### src/hw/rtl/vc69_pkg.sv
`timescale 1ns / 1ps
// vc69_pkg: shared types, register indexes and symbol mapping for the
// 69-symbol Vigenere cipher. No dependencies.
package vc69_pkg;

    localparam int MAX_KEY_CHARS = 32;
    localparam int KEY_WORDS     = 4;
    localparam int CFG_IDX_W     = 3;
    localparam int CFG_DATA_W    = 64;

    typedef logic [6:0] t_sym;
    typedef logic [4:0] t_key_pos;
    typedef logic [5:0] t_key_len;

    typedef enum logic [CFG_IDX_W-1:0] {
        CFG_DIRECTION    = 3'd0,
        CFG_KEY_LENGTH   = 3'd1,
        CFG_KEY_LO       = 3'd2,
        CFG_KEY_MID_LO   = 3'd3,
        CFG_KEY_MID_HI   = 3'd4,
        CFG_KEY_HI       = 3'd5
    } t_cfg_idx;

    localparam t_sym SYM_MOD   = 7'd69;
    localparam t_sym SYM_OTHER = 7'd68;

    // byte to alphabet index
    function automatic t_sym sym_index(input logic [7:0] b);
        t_sym r;
        r = SYM_OTHER;
        if (b >= 8'd48 && b <= 8'd57) begin
            r = t_sym'(b - 8'd48);
        end else if (b >= 8'd97 && b <= 8'd122) begin
            r = t_sym'(b - 8'd87);
        end else if (b >= 8'd65 && b <= 8'd90) begin
            r = t_sym'(b - 8'd29);
        end else begin
            case (b)
                8'd44:   r = 7'd62;
                8'd46:   r = 7'd63;
                8'd59:   r = 7'd64;
                8'd63:   r = 7'd65;
                8'd33:   r = 7'd66;
                8'd40:   r = 7'd67;
                default: r = SYM_OTHER;
            endcase
        end
        return r;
    endfunction

    // alphabet index to byte
    function automatic logic [7:0] sym_byte(input t_sym s);
        logic [7:0] r;
        r = 8'd41;
        if (s <= 7'd9) begin
            r = {1'b0, s} + 8'd48;
        end else if (s <= 7'd35) begin
            r = {1'b0, s} + 8'd87;
        end else if (s <= 7'd61) begin
            r = {1'b0, s} + 8'd29;
        end else begin
            case (s)
                7'd62:   r = 8'd44;
                7'd63:   r = 8'd46;
                7'd64:   r = 8'd59;
                7'd65:   r = 8'd63;
                7'd66:   r = 8'd33;
                7'd67:   r = 8'd40;
                default: r = 8'd41;
            endcase
        end
        return r;
    endfunction

endpackage

### src/hw/rtl/vigenere_cipher_69_symbol.sv
`timescale 1ns / 1ps
// Top level of the 69-symbol Vigenere cipher: key store, key position,
// two-stage datapath. Depends on vc69_pkg.
// Each item is registered in stage 1 as symbols, then in the output register as a byte.
// Throughput: one item per cycle while i_stall is low; stage 1 can still fill while the output is held.
// Reset (synchronous, active low): empties both stages, key position 0,
// encrypt, key length 1, key bytes 0.
module vigenere_cipher_69_symbol (
    input  logic                             i_clk,
    input  logic                             i_rst_n,
    input  logic                             i_valid,
    output logic                             o_stall,
    input  logic [7:0]                       i_text_char,
    input  logic                             i_restart,
    output logic                             o_valid,
    input  logic                             i_stall,
    output logic [7:0]                       o_out_char,
    input  logic                             i_cfg_we,
    input  logic [vc69_pkg::CFG_IDX_W-1:0]   i_cfg_index,
    input  logic [vc69_pkg::CFG_DATA_W-1:0]  i_cfg_data
);

    logic                              r_direction;
    vc69_pkg::t_key_len                r_key_length;
    logic [vc69_pkg::CFG_DATA_W-1:0]   r_key_words [vc69_pkg::KEY_WORDS];
    vc69_pkg::t_key_pos                r_key_pos;

    logic                r_s1_valid;
    vc69_pkg::t_sym      r_s1_m;
    vc69_pkg::t_sym      r_s1_k;
    logic                r_out_valid;
    logic [7:0]          r_out_char;

    logic                w_out_load;
    logic                w_s1_load;
    logic                w_accept;
    vc69_pkg::t_key_len  w_len;
    vc69_pkg::t_key_pos  w_pos;
    logic [7:0]          w_key_byte;
    vc69_pkg::t_key_pos  n_key_pos;
    logic [5:0]          w_pos_inc;
    logic [7:0]          w_sum;
    logic [7:0]          w_mod;
    logic [7:0]          n_out_char;

    assign w_out_load = !r_out_valid || !i_stall;
    assign w_s1_load  = !r_s1_valid || w_out_load;
    assign o_stall    = !w_s1_load;
    assign w_accept   = i_valid && w_s1_load;
    assign o_valid    = r_out_valid;
    assign o_out_char = r_out_char;

    // key position for this item
    always_comb begin
        if (r_key_length == 6'd0) begin
            w_len = 6'd1;
        end else if (r_key_length > 6'(vc69_pkg::MAX_KEY_CHARS)) begin
            w_len = 6'(vc69_pkg::MAX_KEY_CHARS);
        end else begin
            w_len = r_key_length;
        end
        w_pos = i_restart ? 5'd0 : r_key_pos;
        if ({1'b0, w_pos} >= w_len) begin
            w_pos = 5'd0;
        end
        w_key_byte = r_key_words[w_pos[4:3]][{w_pos[2:0], 3'b000} +: 8];
        w_pos_inc  = {1'b0, w_pos} + 6'd1;
        n_key_pos  = (w_pos_inc >= w_len) ? 5'd0 : w_pos_inc[4:0];
    end

    // modular add or subtract
    always_comb begin
        if (r_direction) begin
            w_sum = {1'b0, r_s1_m} + {1'b0, vc69_pkg::SYM_MOD} - {1'b0, r_s1_k};
        end else begin
            w_sum = {1'b0, r_s1_m} + {1'b0, r_s1_k};
        end
        w_mod      = (w_sum >= {1'b0, vc69_pkg::SYM_MOD})
                   ? w_sum - {1'b0, vc69_pkg::SYM_MOD} : w_sum;
        n_out_char = vc69_pkg::sym_byte(w_mod[6:0]);
    end

    always_ff @(posedge i_clk) begin
        if (!i_rst_n) begin
            r_direction  <= 1'b0;
            r_key_length <= 6'd1;
            for (int i = 0; i < vc69_pkg::KEY_WORDS; i++) begin
                r_key_words[i] <= '0;
            end
        end else if (i_cfg_we) begin
            unique case (i_cfg_index)
                vc69_pkg::CFG_DIRECTION:  r_direction    <= i_cfg_data[0];
                vc69_pkg::CFG_KEY_LENGTH: r_key_length   <= i_cfg_data[5:0];
                vc69_pkg::CFG_KEY_LO:     r_key_words[0] <= i_cfg_data;
                vc69_pkg::CFG_KEY_MID_LO: r_key_words[1] <= i_cfg_data;
                vc69_pkg::CFG_KEY_MID_HI: r_key_words[2] <= i_cfg_data;
                vc69_pkg::CFG_KEY_HI:     r_key_words[3] <= i_cfg_data;
                default: ;
            endcase
        end
    end

    always_ff @(posedge i_clk) begin
        if (!i_rst_n) begin
            r_key_pos   <= '0;
            r_s1_valid  <= 1'b0;
            r_out_valid <= 1'b0;
        end else begin
            if (w_accept) begin
                r_key_pos <= n_key_pos;
            end
            if (w_s1_load) begin
                r_s1_valid <= i_valid;
            end
            if (w_out_load) begin
                r_out_valid <= r_s1_valid;
            end
        end
    end

    always_ff @(posedge i_clk) begin
        if (w_accept) begin
            r_s1_m <= vc69_pkg::sym_index(i_text_char);
            r_s1_k <= vc69_pkg::sym_index(w_key_byte);
        end
        if (w_out_load && r_s1_valid) begin
            r_out_char <= n_out_char;
        end
    end

endmodule

### config.mk
export PLATFORM = sky130hd
export DESIGN_NAME = vigenere_cipher_69_symbol
export DESIGN_NICKNAME = d
export VERILOG_FILES = /design/src/hw/rtl/vc69_pkg.sv /design/src/hw/rtl/vigenere_cipher_69_symbol.sv
export SDC_FILE = /design/constraint.sdc
export NUM_CORES = 1
export LEC_CHECK = 0
export BUFFER_PORTS_ARGS = -buffer_cell sky130_fd_sc_hd__clkbuf_2
export CORE_MARGIN = 2
export CORE_UTILIZATION = 35
export CTS_BUF_LIST = sky130_fd_sc_hd__clkbuf_4 sky130_fd_sc_hd__clkbuf_8
export DETAILED_ROUTE_END_ITERATION = 16
export GPL_ROUTABILITY_DRIVEN = 0
export SYNTH_ARGS = -nofsm -noshare
export SYNTH_HDL_FRONTEND = slang
export SYNTH_SLANG_ARGS = --single-unit
### constraint.sdc
create_clock -name i_clk -period 8.8 [get_ports i_clk]
set_clock_uncertainty 0.2 [all_clocks]
set_input_delay 1.32 -clock i_clk [delete_from_list [all_inputs] [get_ports i_clk]]
set_output_delay 1.32 -clock i_clk [all_outputs]
set_load 0.01 [all_outputs]
* Word level (Yosys, flattened, before mapping)
Memories as Yosys holds them, arrays and structs flattened.
Cells that the tools add are included.
** Cells by class
- Add/sub/neg operators :: 14
- $mul :: 0
- Div/mod/pow operators :: 0
- $lt $le $gt $ge :: 19
- Equality and inequality tests :: 23
- Shifts and indexed selects :: 1
- Mux-type cells :: 40
- Bitwise operators :: 4
- Reduce and logical (&&, ||, !) cells :: 18
** Operator list (count)
- $mux 64 :: 4
- $eq 8x6->1 const B :: 12
- $pmux 7 s6 :: 2
- $shiftx 64x7->8 :: 1
- $mux 7 :: 7
- $ge 8x7->1 const B :: 5
- $le 8x7->1 const B :: 4
- $mux 8 :: 4
- $pmux 5 s6 :: 1
- $eq 7x7->1 const B :: 4
- $sub 7x7->7 const B :: 3
- $mux 1 :: 17
- $add 7x7->8 const B :: 2
- $ge 8x6->1 const B :: 2
- $le 8x6->1 const B :: 2
- $mux 5 :: 3
- $eq 7x6->1 const B :: 2
- $le 7x6->1 const B :: 2
- $sub 7x5->7 const B :: 2
- $sub 7x6->7 const B :: 2
- $mux 6 :: 2
- $add 7x5->8 const B :: 1
- $add 7x6->8 const B :: 1
- $add 7x7->8 :: 1
- 16 further kinds :: 33
** Storage, ports and cells
- Register bits after elaboration :: 36
- Latch bits :: 0
- Bits in writable memories :: 256
- Bits in read-only memories :: 0
- Output and inout bits :: 10
- Word-level logic and storage cells :: 128
- Memories :: 1
** Memory list
- r_key_words :: words 4, width 64, read ports 1, clocked after memory_dff 0, wr ports 4, RTL line vigenere_cipher_69_symbol.sv:25 : logic [vc69_pkg::CFG_DATA_W-1:0] r_key_words [vc69_pkg::KEY_WORDS];

* Depth between registers and ports, before layout
An unclocked memory read counts as a cell.
- Depth in word-level cells :: 12
- Mapped depth :: 23

* Worst setup path before layout
Ideal clock, no wire load.
- Kind :: in2reg
- Start :: in i_cfg_index[0] in the netlist's numbering
- End :: mem r_key_words[2][0] in the netlist's numbering (enable)
- Setup time :: 0.574 ns
- Arrival :: 6.016 ns
- Setup slack :: 2.010 ns
- Cell stages on the path :: 2
- Path buffers :: 0
- Path through :: nand2b_1 o21ai_0
** RTL lines
- from (decl) :: RTL line vigenere_cipher_69_symbol.sv:19 : input logic [vc69_pkg::CFG_IDX_W-1:0] i_cfg_index,
- to (decl) :: RTL line vigenere_cipher_69_symbol.sv:25

* Worst setup path after layout
- Start :: in i_restart
- End :: reg r_s1_k[4], data pin
** On the way
- Word-level cells in the longest chain between the ends :: 10
- Elaborated cells between the ends (all ways) :: 27
- Classes of those cells :: 3 x add/sub; 7 x order compare; 6 x eq/ne; 1 x shift; 6 x mux; 3 x reduce/logical; 1 x memory
** Ends and longest elaborated chain
- from (decl) :: RTL line vigenere_cipher_69_symbol.sv:14 : input logic i_restart,
- $mux 5 (*) :: RTL line vigenere_cipher_69_symbol.sv:62 : w_pos = i_restart ? 5'd0 : r_key_pos;
- $ge 5x6->1 :: RTL line vigenere_cipher_69_symbol.sv:63 : if ({1'b0, w_pos} >= w_len) begin
- $mux 5 (*) :: RTL line vigenere_cipher_69_symbol.sv:63
- $mem_v2 4x64
- $shiftx 64x7->8 (*) :: RTL line vigenere_cipher_69_symbol.sv:66 : w_key_byte = r_key_words[w_pos[4:3]][{w_pos[2:0], 3'b000} +: 8];
- $ge 8x7->1 (tied with other cells) :: RTL line vc69_pkg.sv:35 : end else if (b >= 8'd65 && b <= 8'd90) begin
- $logic_and 1x1->1 / $pmux 7 s6 (equally long branches) :: RTL line vc69_pkg.sv:35, vc69_pkg.sv:38
- $mux 7 :: RTL line vc69_pkg.sv:35
- $mux 7 :: RTL line vc69_pkg.sv:33 : end else if (b >= 8'd97 && b <= 8'd122) begin
- $mux 7 (*) :: RTL line vc69_pkg.sv:31 : if (b >= 8'd48 && b <= 8'd57) begin
- to (signal assigned) :: RTL line vigenere_cipher_69_symbol.sv:124 : r_s1_k <= vc69_pkg::sym_index(w_key_byte);
- to (decl) :: RTL line vigenere_cipher_69_symbol.sv:30 : vc69_pkg::t_sym r_s1_k;
Every way passes the cells marked *; elsewhere a longest branch is shown, timed or not.
A chain may end at the register's enable or synchronous reset.

==> flow_metrics.py <==
metrics = {
    "worst_setup_path": {
        "crit_required_ns": 8.95,
        "critPathBufInv": 3,
        "crit_family": "compound AO/OA/AOI/OAI gates",
        "slowest_delay_ns": 0.73,
        "cp_data_arrival_time_ns": 6.89,
        "cp_max_fo": 15,
        "start_kind": "input pin",
        "worstSetupPathType": "in -> reg",
        "cp-end-kind": "flop",
        "worstPathCellList": "clkbuf_2, inv_1, nand2_1, clkinv_1, ha_1, nand4_4, o211ai_2, o221ai_1, o211a_1, nor4_1, o311ai_0, or4b_1, o22ai_2, and2b_4, a221oi_2, o21ai_1",
        "cp_slowest_cell": "o211ai_2",
    },
    "route": {
        "vias_per_cell": 5.704,
        "wl_mm": 52.01,
        "wl_per_cell_um": 22.48,
        "ant_nets": 0,
        "drtPass1Iterations": 6,
        "drt_iter0_markers": 1533,
        "drcViolationCount": 0,
        "via_count": 13200,
    },
    "global_routing": {
        "gr-total-overflow": 0,
        "grt_pass1_wl_mm": 79.03,
        "grt_pass1_vias": 12830,
        "grt_use_total_pct": 20.58,
        "grt_max_degree": 66,
        "antenna_found_initial": 1,
    },
    "timing": {
        "fmax_ghz": 0.1485,
        "rsz0062_at_grt": "no",
        "finalCritPeriodShare_pct": 76.53,
        "worstMarginPinSlew_ns": 1.114,
        "slew_headroom_pct": 25.75,
        "min_period_ns": 6.734,
        "fin_setup_tns_ns": 0,
        "setup_viol": 0,
        "drv_slew": 0,
        "hold_violations": 0,
    },
    "cts": {
        "root_buffer": "clkbuf_8",
        "clk_pin_slew_ns": 0.06,
        "cts_resized": 0,
        "cts_tree": "done",
        "postCtsSetupRepairBufs": 0,
        "h-tree-depth": 2,
        "hold_buffers": 0,
        "cts_made_buffers": 52,
        "numClockSinks": 292,
        "clk_path_buf_depth": 3,
        "clk_latency_ns": 0.65,
    },
    "synth": {
        "syn_area_sq_mm": 0.01692,
        "synth_area_leaders": "edfxtp_1, and2_1, ha_1",
        "ys_seq_elements": 292,
        "synth.mux.area_fraction_pct": 3.639,
        "syn_nets": 1706,
        "synth_xor_area_share_pct": 0.9763,
        "yosysMostFrequentCell": "edfxtp_1",
        "syn_area_per_cell_sq_um": 10.79,
        "ys_async_sr_fraction_pct": 0,
        "yosys.area.top_type": "edfxtp_1",
        "synth_top_family_by_area": "simple AND/OR/NAND/NOR gates",
        "yosys.area_share.simple_pct": 20.75,
        "syn_inst": 1568,
        "seq_area_frac_synth_pct": 51.01,
        "synth_edf_count": 278,
        "ys_warn_count": 0,
        "synth_adder_area_share_pct": 4.305,
        "synth_compound_area_share_pct": 15.96,
        "synth_top_flop_cell": "edfxtp_1",
        "synth.distinct_cells": 102,
        "netlist.area_leader.share_pct": 49.35,
        "yosys-top-cells-count": "edfxtp_1, and2_1, nand2_1",
    },
    "hold_path": {
        "hp-class": "reg -> reg",
    },
    "placed_design": {
        "dpl.hpwl_mm": 33.43,
        "portBuffers": 90,
    },
    "run": {
        "max-cap-violations": 0,
    },
    "pwr": {
        "vdd_ir_drop_max_uv": 114.7,
        "p_leak_nw": 7.022,
        "pwr_density_cell_mw_per_mm2": 200.7,
        "power_w": 0.003837,
    },
    "die": {
        "num_rows": 80,
        "design.core.area_sq_mm": 0.04775,
        "fp.dieH_um": 223.8,
        "die_x_um": 223.8,
        "die_area_sq_mm": 0.05011,
        "io_pins": 91,
        "initial_core_util_pct": 35.43,
    },
    "cells_and_area": {
        "drive_above_1_share_pct": 16.19,
        "antenna_cells": 0,
        "area_growth_pct": 13.00,
        "nNetsFinal": 1793,
    },
    "status": {
        "outcome": "completed",
    },
}
[sequential cells by signal, summed over array words and instances (netlist names)]
signal	cells
r_s1_valid	1
r_direction	1
r_s1_k	7
o_valid	1
r_key_pos	5
o_out_char	8
r_key_length	6
r_key_words	256
r_s1_m	7
[worst register-to-register path: stages (launching register included)]
cell and delay (ns):
edfxtp_1 0.43, inv_1 0.07, ha_1 0.29, inv_1 0.04
ha_1 0.22, fa_1 0.42, a21o_1 0.19, a21oi_1 0.32
o41ai_1 0.12, a211oi_2 0.76, o21ai_1 0.39, a31oi_2 0.57
inv_2 0.19, ha_1 0.33, a22oi_1 0.22, mux2i_1 0.16
o41ai_4 0.49, mux2_1 0.40, o2111ai_1 0.21, nand4_1 0.13
[path summary, 6_finish.rpt]
kind / startpoint / end / slack, ns / cells past startpoint
setup / recovery: i_restart / r_s1_k[4]$_DFFE_PP_ / 2.07 / 16
hold / removal: r_key_length[0]$_SDFFE_PN1P_ / r_key_length[0]$_SDFFE_PN1P_ / 0.30 / 2
setup reg to reg: r_s1_m[1]$_DFFE_PP_ / o_out_char[2]$_DFFE_PP_ / 2.40 / 19
hold reg to reg: r_key_length[0]$_SDFFE_PN1P_ / r_key_length[0]$_SDFFE_PN1P_ / 0.30 / 2
[layout by cell type, fill, tap and decap left out, types with 7 or more instances in the layout]
master       n
a2111oi_0    7
a211oi_1    19
a21o_1      10
a21oi_1     78
a221oi_1     9
a22oi_1     15
a31oi_1     18
a32oi_1      7
and2_1     266
and3_1      15
buf_4       23
clkbuf_2    90
clkbuf_4    18
clkbuf_8    54
clkinv_1    16
dfxtp_1     14
edfxtp_1   278
ha_1        55
inv_1       42
inv_2        7
mux2_2      13
mux2i_1     30
nand2_1    141
nand2b_1    13
nand3_1     39
nand4_1      8
nor2_1      78
nor2b_1     11
nor3_1      26
nor4_1       9
o211ai_1    13
o21a_1       9
o21ai_0     41
o221ai_1    14
o22ai_1      9
o31ai_1      9
or3_1        8
xnor2_1     15
[stage by stage]
stage / std cells / setup slack, ns / hold WS [ns] / instance area, sq um / util [%]
after floorplan: 1568 / 2.010 / 0.2424 / 16920 / -
after global placement: 2216 / 1.827 / 0.2653 / 18020 / 37.75
after detailed placement: 2216 / 1.583 / 0.2778 / 18020 / 37.75
after CTS: 2314 / 2.246 / 0.2921 / 19120 / 40.04
after global routing: 2314 / 1.913 / 0.3225 / 19120 / 40.04
final: 2314 / 2.066 / 0.2965 / 19120 / 40.04
[cell families (layout without fill, tap and decap cells)]
family / after synthesis / count (layout)
and+or+nand+nor: 651 / 651
xor gates and xnor gates: 18 / 18
DFF: 292 / 292
buffers and inverters: 132 / 263
adders and majority gates: 57 / 57
muxes: 53 / 53
AOI/OAI and AO/OA: 365 / 365
[metal layers]
metal  GRT usage [%]  vias to the layer above  wire [um]
met5               0                        -         11
met4           7.699                        2       1742
met3           3.686                      121       3811
met2           33.19                      622      24280
met1           27.68                     6423      22170
li1                -                     6031          -
[report_power, final]
| group | switching, W | internal [W] |
|---|---|---|
| Sequential | 0.0000399 | 0.00164 |
| Clock | 0.000589 | 0.000740 |
| Combinational | 0.000531 | 0.000295 |
| Total | 0.00116 | 0.00268 |
[final cells by class]
| type | count | area, sq um |
|---|---|---|
| Clock buffer | 72 | 878.3 |
| Clock inverter | 26 | 215.2 |
| Fill cell | 4547 | 28630 |
| Inverter | 52 | 197.7 |
| Multi-Input combinational cell | 1144 | 7804 |
| Sequential cell | 292 | 8628 |
| Tap cell | 615 | 769.5 |
| Timing Repair Buffer | 113 | 623.1 |
No activity file was read; power rests on OpenSTA's default activity.
